==> config.mk <==
export PLATFORM = sky130hd
export DESIGN_NAME = intel_hex_record_encoder
export DESIGN_NICKNAME = d
export VERILOG_FILES = /design/src/sv/ihre_pkg.sv /design/src/sv/ihre_front.sv /design/src/sv/ihre_fifo.sv /design/src/sv/ihre_back.sv /design/src/sv/intel_hex_record_encoder.sv
export SDC_FILE = /design/constraint.sdc
export NUM_CORES = 1
export LEC_CHECK = 0
export ABC_AREA = 0
export ABC_CLOCK_PERIOD_IN_PS = 7900
export BUFFER_PORTS_ARGS = -buffer_cell sky130_fd_sc_hd__buf_4
export CORE_UTILIZATION = 48
export DETAILED_ROUTE_END_ITERATION = 10
export PLACE_DENSITY = 0.66
export SLEW_MARGIN = 20
export SYNTH_ARGS = -nofsm -noshare
export SYNTH_HDL_FRONTEND = slang
export SYNTH_HIERARCHICAL = 1
export SYNTH_SLANG_ARGS = --single-unit
==> constraint.sdc <==
create_clock -name i_clk -period 7.9 [get_ports i_clk]
set_clock_uncertainty 0.2 [all_clocks]
set_input_delay 1.58 -clock i_clk [delete_from_list [all_inputs] [get_ports i_clk]]
set_output_delay 1.58 -clock i_clk [all_outputs]
set_load 0.03 [all_outputs]
==> src/sv/ihre_pkg.sv <==
package ihre_pkg;

    // Field widths fixed by the register map and the item format
    localparam int ADDR_W = 32;
    localparam int LEN_W  = 25;

    // Configuration register indexes
    localparam logic [1:0] REG_BASE = 2'd0;
    localparam logic [1:0] REG_LEN  = 2'd1;
    localparam logic [1:0] REG_KIND = 2'd2;
    localparam logic [1:0] REG_EOF  = 2'd3;

    // Command queue between front and back
    localparam int QDEPTH = 4;
    localparam int QAW    = 2;

    // Last character index of each output section
    localparam logic [3:0] LAST_EXT = 4'd15;  // :02000004hhllcc\n
    localparam logic [3:0] LAST_HDR = 4'd8;   // :nnaaaatt
    localparam logic [3:0] LAST_DAT = 4'd1;   // dd
    localparam logic [3:0] LAST_CLS = 4'd2;   // cc\n
    localparam logic [3:0] LAST_EOF = 4'd11;  // :00000001FF\n

    localparam logic [7:0] CH_COLON   = 8'h3A;
    localparam logic [7:0] CH_NEWLINE = 8'h0A;
    localparam logic [7:0] TYPE_EXT   = 8'h04;
    localparam logic [7:0] TYPE_EOF   = 8'h01;
    localparam logic [7:0] EXT_COUNT  = 8'h02;
    localparam logic [7:0] EOF_SUM    = 8'hFF;

    typedef struct packed {
        logic [ADDR_W-1:0] base;
        logic [LEN_W-1:0]  len;
        logic [7:0]        kind;
        logic              eof;
    } t_cfg;

    // One classified input byte: which sections to print and their fields
    typedef struct packed {
        logic        ext;
        logic [15:0] upper;
        logic [7:0]  ext_sum;
        logic        hdr;
        logic [7:0]  cnt;
        logic [7:0]  ahi;
        logic [7:0]  alo;
        logic [7:0]  kind;
        logic [7:0]  data;
        logic        close;
        logic [7:0]  csum;
        logic        eof;
        logic        last;
    } t_cmd;

    typedef enum logic [4:0] {
        SEC_EXT = 5'b00001,
        SEC_HDR = 5'b00010,
        SEC_DAT = 5'b00100,
        SEC_CLS = 5'b01000,
        SEC_EOF = 5'b10000
    } t_sec;

    // Upper-case ASCII hex digit
    function automatic logic [7:0] hex_char(input logic [3:0] n);
        logic [7:0] r;
        if (n < 4'd10) begin
            r = 8'h30 + {4'h0, n};
        end else begin
            r = 8'h37 + {4'h0, n};
        end
        return r;
    endfunction

endpackage

==> src/sv/ihre_front.sv <==
module ihre_front #(
    parameter int RECORD_BYTES = 16
) (
    input  logic              i_clk,
    input  logic              i_rst_n,
    input  ihre_pkg::t_cfg    i_cfg,
    input  logic              i_valid,
    input  logic [7:0]        i_data_byte,
    input  logic              i_room,
    output logic              o_ready,
    output logic              o_push,
    output ihre_pkg::t_cmd    o_cmd
);

    localparam int CW = $clog2(RECORD_BYTES + 1);

    logic [ihre_pkg::LEN_W-1:0] r_pos;
    logic [CW-1:0]              r_left;
    logic [7:0]                 r_sum;
    logic [15:0]                r_upper;

    logic [ihre_pkg::LEN_W-1:0]  len;
    logic [ihre_pkg::ADDR_W-1:0] addr;
    logic [ihre_pkg::LEN_W-1:0]  rem;
    logic [CW-1:0]               cnt;
    logic                        open;
    logic                        ext;
    logic [7:0]                  hdr_sum;
    logic [7:0]                  sum_after;
    logic [CW-1:0]               left_after;
    logic [ihre_pkg::LEN_W:0]    pos_inc;
    logic                        last;
    logic                        close;
    logic [7:0]                  ext_raw;

    assign o_ready = i_room;
    assign o_push  = i_valid && i_room;

    // Classify the byte against the open record
    always_comb begin
        len     = (i_cfg.len == '0) ? ihre_pkg::LEN_W'(1) : i_cfg.len;
        open    = (r_left == '0);
        addr    = i_cfg.base + ihre_pkg::ADDR_W'(r_pos);
        rem     = (len > r_pos) ? (len - r_pos) : ihre_pkg::LEN_W'(1);
        cnt     = (rem < ihre_pkg::LEN_W'(RECORD_BYTES)) ? rem[CW-1:0] : CW'(RECORD_BYTES);
        ext     = open && (addr[31:16] != r_upper);
        hdr_sum = 8'(cnt) + addr[15:8] + addr[7:0] + i_cfg.kind;
        sum_after  = (open ? hdr_sum : r_sum) + i_data_byte;
        left_after = (open ? cnt : r_left) - CW'(1);
        pos_inc    = {1'b0, r_pos} + (ihre_pkg::LEN_W + 1)'(1);
        last       = (pos_inc >= {1'b0, len});
        close      = (left_after == '0) || last;
        ext_raw    = ihre_pkg::EXT_COUNT + ihre_pkg::TYPE_EXT + addr[31:24] + addr[23:16];
    end

    always_comb begin
        o_cmd.ext     = ext;
        o_cmd.upper   = addr[31:16];
        o_cmd.ext_sum = 8'h00 - ext_raw;
        o_cmd.hdr     = open;
        o_cmd.cnt     = 8'(cnt);
        o_cmd.ahi     = addr[15:8];
        o_cmd.alo     = addr[7:0];
        o_cmd.kind    = i_cfg.kind;
        o_cmd.data    = i_data_byte;
        o_cmd.close   = close;
        o_cmd.csum    = 8'h00 - sum_after;
        o_cmd.eof     = last && i_cfg.eof;
        o_cmd.last    = last;
    end

    // Record and image bookkeeping
    always_ff @(posedge i_clk) begin
        if (!i_rst_n) begin
            r_pos   <= '0;
            r_left  <= '0;
            r_sum   <= '0;
            r_upper <= '0;
        end else if (o_push) begin
            r_pos  <= last ? '0 : pos_inc[ihre_pkg::LEN_W-1:0];
            r_left <= close ? '0 : left_after;
            r_sum  <= close ? '0 : sum_after;
            if (last) begin
                r_upper <= '0;
            end else if (ext) begin
                r_upper <= addr[31:16];
            end
        end
    end

endmodule

==> src/sv/ihre_fifo.sv <==
module ihre_fifo (
    input  logic           i_clk,
    input  logic           i_rst_n,
    input  logic           i_push,
    input  ihre_pkg::t_cmd i_cmd,
    output logic           o_room,
    input  logic           i_pop,
    output ihre_pkg::t_cmd o_cmd,
    output logic           o_valid
);

    ihre_pkg::t_cmd              r_mem [ihre_pkg::QDEPTH];
    logic [ihre_pkg::QAW-1:0]    r_wr;
    logic [ihre_pkg::QAW-1:0]    r_rd;
    logic [ihre_pkg::QAW:0]      r_cnt;

    assign o_room  = (r_cnt != (ihre_pkg::QAW + 1)'(ihre_pkg::QDEPTH));
    assign o_valid = (r_cnt != '0);
    assign o_cmd   = r_mem[r_rd];

    always_ff @(posedge i_clk) begin
        if (i_push) begin
            r_mem[r_wr] <= i_cmd;
        end
    end

    // Pointers and fill count
    always_ff @(posedge i_clk) begin
        if (!i_rst_n) begin
            r_wr  <= '0;
            r_rd  <= '0;
            r_cnt <= '0;
        end else begin
            if (i_push) begin
                r_wr <= r_wr + ihre_pkg::QAW'(1);
            end
            if (i_pop) begin
                r_rd <= r_rd + ihre_pkg::QAW'(1);
            end
            if (i_push && !i_pop) begin
                r_cnt <= r_cnt + (ihre_pkg::QAW + 1)'(1);
            end else if (!i_push && i_pop) begin
                r_cnt <= r_cnt - (ihre_pkg::QAW + 1)'(1);
            end
        end
    end

endmodule

==> src/sv/ihre_back.sv <==
module ihre_back (
    input  logic           i_clk,
    input  logic           i_rst_n,
    input  ihre_pkg::t_cmd i_cmd,
    input  logic           i_cmd_valid,
    output logic           o_cmd_pop,
    output logic           o_valid,
    input  logic           i_ready,
    output logic [7:0]     o_text_char,
    output logic           o_run_last,
    output logic           o_image_done
);

    ihre_pkg::t_cmd r_cmd;
    ihre_pkg::t_sec r_sec;
    logic           r_busy;
    logic [3:0]     r_idx;
    logic           r_ovalid;
    logic [7:0]     r_char;
    logic           r_run_last;
    logic           r_done;

    logic           adv;
    logic           seg_end;
    logic           has_next;
    ihre_pkg::t_sec nxt_sec;
    ihre_pkg::t_sec first_sec;
    logic           cmd_end;
    logic [3:0]     idx_m1;
    logic [2:0]     k;
    logic [7:0]     sel_byte;
    logic           hi_nib;
    logic           lit;
    logic [7:0]     lit_char;
    logic [7:0]     cur_char;

    assign adv       = r_busy && (!r_ovalid || i_ready);
    assign cmd_end   = seg_end && !has_next;
    assign o_cmd_pop = i_cmd_valid && (!r_busy || (adv && cmd_end));
    assign first_sec = i_cmd.ext ? ihre_pkg::SEC_EXT :
                       (i_cmd.hdr ? ihre_pkg::SEC_HDR : ihre_pkg::SEC_DAT);

    // Section order and its end
    always_comb begin
        seg_end  = 1'b0;
        has_next = 1'b0;
        nxt_sec  = ihre_pkg::SEC_DAT;
        case (r_sec)
            ihre_pkg::SEC_EXT: begin
                seg_end  = (r_idx == ihre_pkg::LAST_EXT);
                has_next = 1'b1;
                nxt_sec  = ihre_pkg::SEC_HDR;
            end
            ihre_pkg::SEC_HDR: begin
                seg_end  = (r_idx == ihre_pkg::LAST_HDR);
                has_next = 1'b1;
                nxt_sec  = ihre_pkg::SEC_DAT;
            end
            ihre_pkg::SEC_DAT: begin
                seg_end  = (r_idx == ihre_pkg::LAST_DAT);
                has_next = r_cmd.close;
                nxt_sec  = ihre_pkg::SEC_CLS;
            end
            ihre_pkg::SEC_CLS: begin
                seg_end  = (r_idx == ihre_pkg::LAST_CLS);
                has_next = r_cmd.eof;
                nxt_sec  = ihre_pkg::SEC_EOF;
            end
            ihre_pkg::SEC_EOF: begin
                seg_end  = (r_idx == ihre_pkg::LAST_EOF);
            end
            default: begin
                seg_end = 1'b1;
            end
        endcase
    end

    // Character of the current position
    always_comb begin
        idx_m1   = r_idx - 4'd1;
        k        = idx_m1[3:1];
        sel_byte = 8'h00;
        hi_nib   = r_idx[0];
        lit      = 1'b0;
        lit_char = ihre_pkg::CH_COLON;
        case (r_sec)
            ihre_pkg::SEC_EXT: begin
                lit      = (r_idx == 4'd0) || (r_idx == ihre_pkg::LAST_EXT);
                lit_char = (r_idx == 4'd0) ? ihre_pkg::CH_COLON : ihre_pkg::CH_NEWLINE;
                case (k)
                    3'd0:    sel_byte = ihre_pkg::EXT_COUNT;
                    3'd3:    sel_byte = ihre_pkg::TYPE_EXT;
                    3'd4:    sel_byte = r_cmd.upper[15:8];
                    3'd5:    sel_byte = r_cmd.upper[7:0];
                    3'd6:    sel_byte = r_cmd.ext_sum;
                    default: sel_byte = 8'h00;
                endcase
            end
            ihre_pkg::SEC_HDR: begin
                lit = (r_idx == 4'd0);
                case (k)
                    3'd0:    sel_byte = r_cmd.cnt;
                    3'd1:    sel_byte = r_cmd.ahi;
                    3'd2:    sel_byte = r_cmd.alo;
                    default: sel_byte = r_cmd.kind;
                endcase
            end
            ihre_pkg::SEC_DAT: begin
                sel_byte = r_cmd.data;
                hi_nib   = (r_idx == 4'd0);
            end
            ihre_pkg::SEC_CLS: begin
                sel_byte = r_cmd.csum;
                hi_nib   = (r_idx == 4'd0);
                lit      = (r_idx == ihre_pkg::LAST_CLS);
                lit_char = ihre_pkg::CH_NEWLINE;
            end
            ihre_pkg::SEC_EOF: begin
                lit      = (r_idx == 4'd0) || (r_idx == ihre_pkg::LAST_EOF);
                lit_char = (r_idx == 4'd0) ? ihre_pkg::CH_COLON : ihre_pkg::CH_NEWLINE;
                case (k)
                    3'd3:    sel_byte = ihre_pkg::TYPE_EOF;
                    3'd4:    sel_byte = ihre_pkg::EOF_SUM;
                    default: sel_byte = 8'h00;
                endcase
            end
            default: begin
                sel_byte = 8'h00;
            end
        endcase
        cur_char = lit ? lit_char
                       : ihre_pkg::hex_char(hi_nib ? sel_byte[7:4] : sel_byte[3:0]);
    end

    // Sequencer: one character per cycle while the output is not stalled
    always_ff @(posedge i_clk) begin
        if (!i_rst_n) begin
            r_busy <= 1'b0;
            r_sec  <= ihre_pkg::SEC_DAT;
            r_idx  <= '0;
        end else if (o_cmd_pop) begin
            r_busy <= 1'b1;
            r_sec  <= first_sec;
            r_idx  <= '0;
        end else if (adv) begin
            if (!seg_end) begin
                r_idx <= r_idx + 4'd1;
            end else if (has_next) begin
                r_sec <= nxt_sec;
                r_idx <= '0;
            end else begin
                r_busy <= 1'b0;
            end
        end
    end

    always_ff @(posedge i_clk) begin
        if (o_cmd_pop) begin
            r_cmd <= i_cmd;
        end
    end

    // Output register
    always_ff @(posedge i_clk) begin
        if (!i_rst_n) begin
            r_ovalid <= 1'b0;
        end else if (adv) begin
            r_ovalid <= 1'b1;
        end else if (i_ready) begin
            r_ovalid <= 1'b0;
        end
    end

    always_ff @(posedge i_clk) begin
        if (adv) begin
            r_char     <= cur_char;
            r_run_last <= cmd_end;
            r_done     <= cmd_end && r_cmd.last;
        end
    end

    assign o_valid      = r_ovalid;
    assign o_text_char  = r_char;
    assign o_run_last   = r_run_last;
    assign o_image_done = r_done;

endmodule

==> src/sv/intel_hex_record_encoder.sv <==
// Intel HEX encoder: image bytes go in on the i_valid/o_ready channel and the
// ASCII text of the hex file comes out one character per transfer on
// o_valid/i_ready. A front stage takes one byte per cycle while its four-entry
// command queue has room and works out the record fields; the back stage
// prints one character per cycle unless i_ready stalls it, so the sustained
// rate is set by the character count: 2 for a byte inside a record, 9 more
// for a byte that opens one and 3 for the byte that closes it (44 characters
// per full 16-byte record, about 2.75 per byte), plus 16 for an extended linear
// address record and 12 for the EOF record. o_run_last marks the last
// character of each byte's output and o_image_done the final character of
// the image. Write the registers over APB only while the block is idle.
module intel_hex_record_encoder #(
    parameter int RECORD_BYTES = 16
) (
    input  logic        i_clk,
    input  logic        i_rst_n,
    input  logic        psel,
    input  logic        penable,
    input  logic        pwrite,
    input  logic [3:0]  paddr,
    input  logic [31:0] pwdata,
    output logic [31:0] prdata,
    output logic        pready,
    input  logic        i_valid,
    output logic        o_ready,
    input  logic [7:0]  i_data_byte,
    output logic        o_valid,
    input  logic        i_ready,
    output logic [7:0]  o_text_char,
    output logic        o_run_last,
    output logic        o_image_done
);

    ihre_pkg::t_cfg r_cfg;
    ihre_pkg::t_cmd front_cmd;
    ihre_pkg::t_cmd queue_cmd;
    logic           push;
    logic           room;
    logic           pop;
    logic           queue_valid;
    logic           wr_en;

    assign pready = 1'b1;
    assign wr_en  = psel && penable && pwrite;

    // Configuration registers
    always_ff @(posedge i_clk) begin
        if (!i_rst_n) begin
            r_cfg.base <= '0;
            r_cfg.len  <= ihre_pkg::LEN_W'(1);
            r_cfg.kind <= '0;
            r_cfg.eof  <= 1'b1;
        end else if (wr_en) begin
            case (paddr[3:2])
                ihre_pkg::REG_BASE: r_cfg.base <= pwdata;
                ihre_pkg::REG_LEN:  r_cfg.len  <= pwdata[ihre_pkg::LEN_W-1:0];
                ihre_pkg::REG_KIND: r_cfg.kind <= pwdata[7:0];
                ihre_pkg::REG_EOF:  r_cfg.eof  <= pwdata[0];
                default:            r_cfg.eof  <= r_cfg.eof;
            endcase
        end
    end

    // Register readback
    always_comb begin
        case (paddr[3:2])
            ihre_pkg::REG_BASE: prdata = r_cfg.base;
            ihre_pkg::REG_LEN:  prdata = 32'(r_cfg.len);
            ihre_pkg::REG_KIND: prdata = {24'h0, r_cfg.kind};
            ihre_pkg::REG_EOF:  prdata = {31'h0, r_cfg.eof};
            default:            prdata = '0;
        endcase
    end

    ihre_front #(
        .RECORD_BYTES (RECORD_BYTES)
    ) u_front (
        .i_clk       (i_clk),
        .i_rst_n     (i_rst_n),
        .i_cfg       (r_cfg),
        .i_valid     (i_valid),
        .i_data_byte (i_data_byte),
        .i_room      (room),
        .o_ready     (o_ready),
        .o_push      (push),
        .o_cmd       (front_cmd)
    );

    ihre_fifo u_fifo (
        .i_clk   (i_clk),
        .i_rst_n (i_rst_n),
        .i_push  (push),
        .i_cmd   (front_cmd),
        .o_room  (room),
        .i_pop   (pop),
        .o_cmd   (queue_cmd),
        .o_valid (queue_valid)
    );

    ihre_back u_back (
        .i_clk        (i_clk),
        .i_rst_n      (i_rst_n),
        .i_cmd        (queue_cmd),
        .i_cmd_valid  (queue_valid),
        .o_cmd_pop    (pop),
        .o_valid      (o_valid),
        .i_ready      (i_ready),
        .o_text_char  (o_text_char),
        .o_run_last   (o_run_last),
        .o_image_done (o_image_done)
    );

endmodule

Yosys cells after proc, flatten, opt, wreduce, memory -nomap -nowiden:

Memory sizes are Yosys's and may differ from the RTL's. A register that Yosys moved wholly into a read port is not among the register bits.
Index checks and enable logic that the tools add are counted.

* bits in registers: 223
* bits in latches: 0
* bits in writable memories: 296
* bits in read-only memories: 0
* input port bits: 51
* output and inout port bits: 45
* word-level logic and storage cells: 170
* memories: 1

* add/subtract/negate cells: 20
* multipliers: 0
* div/mod/pow operators: 0
* $lt $le $gt $ge: 4
* equality and inequality tests: 23
* shifts and indexed selects: 0
* mux-type cells: 45
* bitwise operators: 1
* reductions and logical operators: 47

Memory list
* u_fifo.r_mem: depth 4, width 74, rd ports 1, clocked after Yosys merged registers in 1, write ports 1, RTL line ihre_fifo.sv:12 `ihre_pkg::t_cmd r_mem [ihre_pkg::QDEPTH];`

Operators with widths (count)
* $pmux W32 S4: 1
* $pmux W8 S5: 2
* $mux W25: 3
* $mux W5: 8
* $add A32 B25 Y32: 1
* $add A8 B8 Y8: 4
* $mux W16: 2
* $mux W8: 4
* $pmux W8 S2: 2
* $add A25 B1 Y26 const B: 1
* $ge A26 B25 Y1: 1
* $gt A25 B25 Y1: 1
* $logic_not A25 Y1: 1
* $lt A25 B5 Y1 const B: 1
* $sub A25 B25 Y25: 1
* $pmux W8 S3: 1
* $ne A16 B16 Y1: 1
* $sub A1 B8 Y8 const A: 2
* $pmux W5 S3: 1
* $add A6 B4 Y7 const A: 2
* $eq A4 B4 Y1 const B: 3
* $logic_and A1 B1 Y1: 12
* $mux W4: 3
* $reduce_and A2 Y1: 6
* 41 further kinds: 76

Depth between registers and ports, before layout:

Gate-level depths: netlist (run 1).

* word-level depth: 12
* gate-level depth with buffers: 34
* mapped depth without buffers: 33

Hierarchy:

The synthesis (run 1) kept the hierarchy.

By module, submodules not included
* ihre_fifo: instances 1, cells each 447, area an instance 11591.1 um^2
* ihre_front: instances 1, cells each 1239, area an instance 9298.9 um^2
* ihre_back: instances 1, cells each 372, area an instance 4589.4 um^2
* intel_hex_record_encoder: instances 1, cells each 328, area an instance 3022.9 um^2

Least setup slack after synthesis (run 1):

Ideal clock, no wire load.

* path type: register to register
* from: register r_cfg[11] (netlist bit)
* to: memory u_fifo/r_mem[0][9] (netlist bit), data pin
* setup time: 0.180 ns
* arrival: 6.636 ns
* data required time: 7.520 ns
* path slack: 0.883 ns
* stages on the path, launching flop included: 34
* buffers on the path: 1
* clock period less this slack: 7.017 ns
* cell sequence: dfxtp_1 -> buf_2 -> nor4_1 -> nand4_1 -> nor2_1 -> or2_2 -> inv_1 -> ha_1 -> inv_1 -> fa_1 -> o21bai_2 -> a211oi_4 -> nor2_1 -> o221ai_1 -> xor2_1 -> or4b_4 -> or2_4 -> nor3b_4 -> nand2_1 -> nor2_1 -> fa_1 -> ha_1 -> a21o_1 -> a21oi_1 -> o21bai_1 -> a21oi_1 -> xor2_1 -> o21ai_0 -> ha_1 -> a21oi_1 -> o21ai_0 -> xnor2_1 -> xnor2_1 -> xor2_1

RTL lines
* from (decl): RTL line intel_hex_record_encoder.sv:34 `ihre_pkg::t_cfg r_cfg;`
* to (decl): RTL line ihre_fifo.sv:12

==> results.toml, run 1 <==
[outcome]
run_status = "finished clean"

[global_route]
overflow = 0
grt_usage_pct = 24.3
grt_max_degree = 85
grt_pass1_vias = 18900
antenna_found_initial = 2
grt_pass1_wl_mm = 112

[power_and_ir_drop]
power.switching_mw = 2.86
ir_worst_vdd_uv = 271
p_int_mw = 6.22
power_mw = 9.08
p_leak_nw = 11.4
switching_share_pct = 31.5
p_per_area_nw_per_um2 = 288
p_comb_share_pct = 26.6
pwr-share-seq_pct = 43.2
clkPwrFrac_pct = 30.2

[sta]
worstMarginPinSlew_ns = 1.00
relSlewSlack_pct = 33.0
setup_violations = 0
period_share_pct = 95.0
fin_crit_ns = 7.51
finalWorstSetupSlack_ns = 0.392
hold_viol = 0
final_max_slew_viol_count = 0
max_freq_ghz = 0.133
hold_ws_ns = 0.280
tns_ns = 0

[worst_setup_path]
crit_path_end_kind = "flip-flop"
cp_slowest_cell = "or4b_4"
timing.rr.start = "r_cfg[29]"
worstReg2RegEnd = "u_fifo/r_mem[2][8]"
critPathCapture = "u_fifo/r_mem[2][8]"
required_ns = 8.11
arrival_ns = 7.72
ff2ff_path_depth = 30
cp_slowest_stage_delay_ns = 0.60
worstPathMaxFanout = 5
startpoint = "r_cfg[29]"
crit_type = "flip-flop to flip-flop"
rrSetupSlack_ns = 0.39
startpoint_type = "flip-flop"

[drt]
drt-met1-wl_mm = 31.6
top_layer = "met4"
drtIter0Drc = 1298
drc = 0
vias_per_cell = 5.91
wirelength_mm = 73.5
wl_per_cell_um = 22.7
num_vias = 19100
antenna_left = 0
routed-wl-met2_mm = 35.9
drt-pass1-iter-count = 5
met3_length_mm = 3.36

[logic_synthesis]
ys.flop_type = "edfxtp_1"
synth_area_per_cell_sq_um = 11.9
yosys_warnings = 6
synth-seq-cells = 532
postSynth.asyncResetShare_pct = 0
synth-edff-count = 392
netlist-cell-type-count = 123
ys_seq_area_share_pct = 51.1
synthesis.area_sq_um = 28500
netlist_instances = 2386

[final_layout]
final_util_pct = 54.2
antenna_cells = 0
drive_gt1_share_pct = 17.2
finalNetCount = 2611
synthToLayoutAreaGrowth_pct = 10.6
layout_commonest_cell = "edfxtp_1"
stdcell_area_sq_um = 31500
stdcell_count = 3238
final_cell_mix = "edfxtp_1 (392), nand2_1 (236), dfxtp_1 (138)"

[place]
place_ws_ns = 0.218
port_buffers = 91
gp_congestion = 0.913
dp_cells = 3130
placed_area_sq_um = 29500
dp_hpwl_mm = 52.0

[worst_hold_path]
hold_path.class = "flip-flop to flip-flop"

[cts]
cts-root-buf = "clkbuf_16"
hold_buffers = 0
h-tree-depth = 2
cts-buffers-inserted = 56
clkSinkCount = 532
clockBufferDepth = 3
cts_tree = "yes"
clk_pin_slew_ns = 0.06
clock_latency_ns = 0.63

[die]
coreArea_sq_um = 58100
die_x_um = 246
initial_core_util_pct = 49.0
die_y_um = 246
row_count = 88
dieArea_sq_um = 60400
io_pins = 96

[flow_run]
cap_violations = 0
==> critical path: cells and delay by family (launching register included) <==
kind	cells	cell delay, ns
adder cells (fa/ha/maj)	6	1.84
XOR/XNOR	3	1.00
multiplexers	1	0.11
AND/OR/NAND/NOR	11	2.39
flip-flops	1	0.35
buffers and inverters	4	0.48
AO/OA/AOI/OAI	5	0.91
==> Yosys cell counts (all sizes together), types with 19 or more instances <==
cell type  instances  area share (%)
edfxtp           392              41
nand2            240             3.2
dfxtp            140             9.8
inv              140             1.8
ha               118             5.2
nor2             117             1.6
a21oi            108             2.1
mux2i            107             3.8
o21ai             95             1.7
buf               88             2.5
xnor2             84             2.6
mux4              79             6.2
nand3             69             1.2
clkbuf            68            0.90
xor2              35             1.1
nor3              34            0.63
and2              30            0.66
and3              27            0.61
a21o              25            0.66
nand4             24            0.57
a31oi             20            0.51
a211oi            19            0.66
nor2b             19            0.42
==> final cells by class <==
| cell class | count | area [sq um] |
|---|---|---|
| Tap cell | 765 | 957 |
| Inverter | 143 | 539 |
| Clock inverter | 43 | 494 |
| Sequential cell | 532 | 14600 |
| Clock buffer | 63 | 1440 |
| Fill cell | 4912 | 26600 |
| Multi-Input combinational cell | 1557 | 12500 |
| Timing Repair Buffer | 135 | 1010 |
==> layer usage <==
metal	track usage, %	up-vias
met5	0	-
met4	8.86	0
met3	2.98	117
met2	41.1	539
met1	32.0	9596
li1	-	8886
==> power by group through the flow <==
stage          combinational, mW  sequential (mW)  clock (mW)
3_3_place_gp                2.35             3.97           0
4_1_cts                     2.42             3.93        2.78
5_1_grt                     2.61             3.98        2.89
6_report                    2.42             3.92        2.74
2_1_floorplan               1.84             3.90           0
3_5_place_dp                2.41             3.99           0
==> cell families (layout without fill, tap and decap cells) <==
family / Yosys count / count (layout) / share of synthesized area [%]
other cells: 3 / 5 / 0.0395
flops: 532 / 532 / 51.1
simple gates: 646 / 646 / 11.3
mux: 192 / 192 / 10.2
compound gates: 457 / 457 / 11.8
buf+inv: 299 / 384 / 5.24
xor+xnor: 121 / 121 / 3.89
fa+ha+maj: 136 / 136 / 6.41
==> state kept, by name, indices dropped and copies added, names as in the netlist, named ones only <==
name / flops
u_back/r_busy: 1
u_fifo/r_cnt: 3
u_back/o_text_char: 7
u_back/o_valid: 1
u_back/r_idx: 4
r_cfg: 66
u_front/r_pos: 25
u_front/r_sum: 8
u_front/r_upper: 16
u_fifo/r_mem: 308
u_back/r_cmd: 75
u_back/r_sec: 5
u_fifo/r_rd: 2
u_back/o_run_last: 1
u_front/r_left: 5
u_back/o_image_done: 1
u_fifo/r_wr: 2
==> repair_timing <==
| item | CTS | global route |
|---|---|---|
| buffers inserted | 0 | 2 |
| gates resized for setup | 0 | 11 |
| endpoints found under the setup margin | 0 | 9 |
==> worst min-delay path by stage <==
stage	to	startpoint	cells past startpoint
2_1_floorplan	r_cfg[11]	r_cfg[11]	2
3_3_place_gp	u_front/r_upper[5]	u_front/r_upper[5]	1
3_5_place_dp	r_cfg[45]	r_cfg[45]	2
4_1_cts	u_front/r_pos[23]	u_front/r_pos[23]	2
5_1_grt	r_cfg[39]	r_cfg[39]	2
6_report	u_front/r_pos[23]	u_front/r_pos[23]	2
Note: power is estimated with default switching activity, not from simulation.
==> inputs of run 2 (changes only) <==
CTS_BUF_LIST = sky130_fd_sc_hd__clkbuf_8 sky130_fd_sc_hd__clkbuf_16   (was default)
==> run 2 against run 1 <==
Effect of this change:
- combinational power hardly changed
- critical path type unchanged
- sequential share of layout area unchanged
- maximum frequency hardly changed
- register-to-register slack barely moved
- largest power group unchanged
- count of clock-buffer cells in the layout down 6
- routed wire length hardly changed
- highest routed layer unchanged
- worst setup slack worse by 0.0033 ns
- cell count did not move
- sequential cell count unchanged
==> results.toml, run 2 (same netlist as run 1, synthesis figures left out) <==
[outcome]
run_status = "finished clean"

[power_and_ir_drop]
p_per_area_nw_per_um2 = 288
p_leak_nw = 11.4
power_mw = 9.07
ir_worst_vdd_uv = 271

[worst_setup_path]
arrival_ns = 7.72
rrSetupSlack_ns = 0.39
path_delay_family = "simple AND/OR/NAND/NOR gates"
startpoint = "r_cfg[29]"
timing.rr.start = "r_cfg[29]"
startpoint_type = "flip-flop"
required_ns = 8.11
cp.buffers_inverters = 4
cp_slowest_stage_delay_ns = 0.60
crit_path_end_kind = "flip-flop"
cp_slowest_cell = "or4b_4"
crit_type = "flip-flop to flip-flop"
worstPathMaxFanout = 5

[drt]
drtIter0Drc = 1328
wl_per_cell_um = 22.7
drc = 0
drt-pass1-iter-count = 6
num_vias = 19100
vias_per_cell = 5.89
antenna_left = 0
wirelength_mm = 73.4

[global_route]
antenna_found_initial = 2
overflow = 0
use_met1_pct = 32.0
met2_usage_pct = 41.1
grt_use_met3_pct = 2.98
grt_pass1_vias = 18900
grt_max_degree = 85
busiest_layer = "met2"
grt_usage_pct = 24.3
grt_pass1_wl_mm = 112

[cts]
clkSinkCount = 532
clk_pin_slew_ns = 0.06
cts_tree = "yes"
hold_buffers = 0
h-tree-depth = 2
cts-buffers-inserted = 56
cts-root-buf = "clkbuf_16"
clockBufferDepth = 3
clock_latency_ns = 0.64

[sta]
worstMarginPinSlew_ns = 1.00
relSlewSlack_pct = 32.9
period_share_pct = 95.1
fin_crit_ns = 7.51
setup_violations = 0
hold_ws_ns = 0.280
max_freq_ghz = 0.133
final_max_slew_viol_count = 0
hold_viol = 0

[final_layout]
drive_gt1_share_pct = 17.2
synthToLayoutAreaGrowth_pct = 10.6
layout_commonest_cell = "edfxtp_1"
antenna_cells = 0
regMostFlops = "u_fifo/r_mem"
reg_top3 = "u_fifo/r_mem (308), u_back/r_cmd (75), r_cfg (66)"
stdcell_area_sq_um = 31500
finalNetCount = 2611
largest_register_ffs = 308
final_cell_mix = "edfxtp_1 (392), nand2_1 (236), inv_1 (143)"

[place]
gp_congestion = 0.913
port_buffers = 91
dp_hpwl_mm = 52.0
placed_area_sq_um = 29500

[worst_hold_path]
hp-start = "u_front/r_pos[23]"
hold_path.class = "flip-flop to flip-flop"

[die]
coreArea_sq_um = 58100
initial_core_util_pct = 49.0
io_pins = 96
row_count = 88
die_x_um = 246
die_y_um = 246
dieArea_sq_um = 60400

[flow_run]
cap_violations = 0
==> run 2: cell types whose count changed in the layout (fill, tap and decap cells not counted) <==
cell | before | now
clkbuf_1 | 6 | 0
inv_1 | 137 | 143
==> run 2: metal layers <==
metal	wire length [um]	vias to the layer above
met4	2620	0
met5	0	-
met2	35900	506
met3	3180	113
li1	-	8894
met1	31800	9571
==> run 2: stage by stage <==
step                setup slack, ns  std cells  TNS [ns]  util (%)
finish                        0.388       3238         0      54.2
global placement              0.387       3130         0      50.8
global route               -0.00462       3238   -0.0119      54.2
floorplan                     0.883       2388         0         -
detailed placement            0.218       3130         0      50.8
CTS                           0.196       3236         0      54.1
==> run 2: where the power goes <==
group          internal (mW)  total [mW]  leakage (nW)  switching [mW]
Clock                   1.58        2.73         0.955            1.15
Sequential              3.69        3.92          4.59           0.238
Combinational          0.948        2.41          5.85            1.47
==> run 2: path summary, 6_finish.rpt <==
check / endpoint / cells after the start
hold reg to reg: u_front/r_pos[23] / 2
setup reg to reg: u_fifo/r_mem[2][8] / 30
setup / recovery: u_fifo/r_mem[2][8] / 30
hold / removal: u_front/r_pos[23] / 2
==> run 2: what timing repair did <==
action / 4_1_cts / 5_1_grt
gates resized for setup: 0 / 11
hold endpoints to repair: 0 / 0
endpoints found under the setup margin: 0 / 9
setup buffers: 0 / 2
==> run 2: layout make-up <==
cell class | instances | area, sq um
inverters | 143 | 539
repair buffers | 135 | 1010
well taps | 765 | 957
multi-input cells | 1557 | 12500
flip-flops and latches | 532 | 14600
clock inverters | 49 | 517
fillers | 4912 | 26600
clock buffers | 57 | 1420
==> run 2: tightest hold or removal path, cell delays in order (launching register included) <==
cell and delay [ns]:
dfxtp_1 0.33, nand2_1 0.06, a21oi_1 0.05
==> inputs of run 3 (changes only) <==
RECOVER_POWER = 100   (was default)
==> run 3 against run 2 <==
Effect of this change:
- the flow now finishes with violations (capacitance limit, slew limit)
- global-route usage unchanged
- sequential share of layout area increased by 0.42 points
- via count decreased by 0.12%
- worst setup slack got worse by 0.028 ns
- first-iteration DRC count up 12%
- cell area is 0.92% lower
- largest cell class unchanged
==> results.toml, run 3 (same netlist as run 1, synthesis figures left out) <==
[outcome]
run_status = "finished, violations left"
violations = "capacitance limit, slew limit"

[sta]
fin_crit_ns = 7.54
finalWorstSetupSlack_ns = 0.360
tns_ns = 0
period_share_pct = 95.4
relSlewSlack_pct = -141
setup_violations = 0
final_max_slew_viol_count = 651
max_freq_ghz = 0.133
worstMarginPinSlew_ns = 3.61
hold_viol = 0

[final_layout]
drive_gt1_share_pct = 14.4
reg_top3 = "u_fifo/r_mem (308), u_back/r_cmd (75), r_cfg (66)"
final_cell_mix = "edfxtp_1 (392), nand2_1 (237), inv_1 (143)"
fillers = 4973
largest_register_ffs = 308
layout_commonest_cell = "edfxtp_1"
multi_input_area_sq_um = 12400
stdcell_count = 3240
synthToLayoutAreaGrowth_pct = 9.58
finalNetCount = 2611
regArea_sq_um = 14600
regMostFlops = "u_fifo/r_mem"
stdcell_area_sq_um = 31200

[cts]
clock_latency_ns = 0.63
cts-root-buf = "clkbuf_16"
h-tree-depth = 2
clk_pin_slew_ns = 0.06
cts-buffers-inserted = 56
cts_tree = "yes"
hold_buffers = 0
clockBufferDepth = 3
clkSinkCount = 532

[drt]
vias_per_cell = 5.88
drc = 0
drt-pass1-iter-count = 5
num_vias = 19100
antenna_left = 0
wl_per_cell_um = 22.6
wirelength_mm = 73.3
drtIter0Drc = 1486

[worst_setup_path]
required_ns = 8.11
ff2ff_path_depth = 30
worstReg2RegEnd = "u_fifo/r_mem[2][8]"
timing.rr.start = "r_cfg[29]"
worstPathMaxFanout = 5
crit_path_end_kind = "flip-flop"
cp_slowest_cell = "or4b_4"
cp_slowest_stage_delay_ns = 0.60
rrSetupSlack_ns = 0.36
startpoint = "r_cfg[29]"
crit_type = "flip-flop to flip-flop"
startpoint_type = "flip-flop"
arrival_ns = 7.75

[place]
place_ws_ns = 0.218
dp_hpwl_mm = 52.0
gp_congestion = 0.913
dp_cells = 3130
port_buffers = 91
placed_area_sq_um = 29500

[die]
row_count = 88
initial_core_util_pct = 49.0
dieArea_sq_um = 60400
coreArea_sq_um = 58100
die_y_um = 246
die_x_um = 246
io_pins = 96

[global_route]
grt_usage_pct = 24.3
grt_max_degree = 85
grt_pass1_wl_mm = 112
antenna_found_initial = 2
grt_pass1_vias = 18900
overflow = 0

[power_and_ir_drop]
p_per_area_nw_per_um2 = 290
p_leak_nw = 11.1
power_mw = 9.05
ir_worst_vdd_uv = 258

[worst_hold_path]
hp-start = "u_front/r_pos[23]"
whs_endpoint = "u_front/r_pos[23]"
hold_path.class = "flip-flop to flip-flop"
whs_path_depth = 2

[flow_run]
cap_violations = 17
[run 3: worst max-delay path by stage]
stage | endpoint
after floorplan | u_fifo/r_mem[0][9]
after global placement | u_fifo/r_mem[0][9]
after detailed placement | u_fifo/r_mem[3][9]
after CTS | u_fifo/r_mem[1][9]
after global routing | u_fifo/r_mem[2][9]
final | u_fifo/r_mem[2][8]
[run 3: timing repair]
| action | CTS | global route |
|---|---|---|
| setup endpoints to repair | 0 | 9 |
| resized for setup | 0 | 11 |
| setup buffers | 0 | 2 |
[run 3: stage by stage]
| step | hold slack (ns) | util (%) |
|---|---|---|
| 2_1_floorplan | 0.244 | - |
| 3_3_place_gp | 0.266 | 50.8 |
| 3_5_place_dp | 0.273 | 50.8 |
| 4_1_cts | 0.286 | 54.1 |
| 5_1_grt | 0.294 | 53.7 |
| 6_report | 0.281 | 53.7 |
[run 3: cell type report]
type	instances	share of cell area [%]
antenna	2	0.0160
sequential	532	46.7
tap	765	3.06
inverter	143	1.73
timing repair buffer	135	2.63
multi-input combinational	1557	39.7
clock inverter	49	1.65
clock buffer	57	4.53
[run 3: power breakdown]
part | internal, mW | switching (mW) | leakage [nW]
combinational | 0.920 | 1.46 | 5.61
clock | 1.58 | 1.15 | 0.955
sequential | 3.70 | 0.236 | 4.59
total | 6.20 | 2.84 | 11.1
[run 3: critical path: cells and delay by family, from the launching register on]
kind | cells | cell delay, ns
and+or+nand+nor | 11 | 2.42
DFF | 1 | 0.35
xor gates and xnor gates | 3 | 1.00
muxes | 1 | 0.11
AOI/OAI and AO/OA | 5 | 0.91
adders and majority gates | 6 | 1.84
buffers and inverters | 4 | 0.48
[run 3: routing by layer]
layer  up-vias  track usage (%)  wire length, um
met5         -                0                0
met4         0             8.86             2520
met3       115             2.98             3630
met2       560             41.1            35900
met1      9494             32.0            31200
li1       8893                -                -
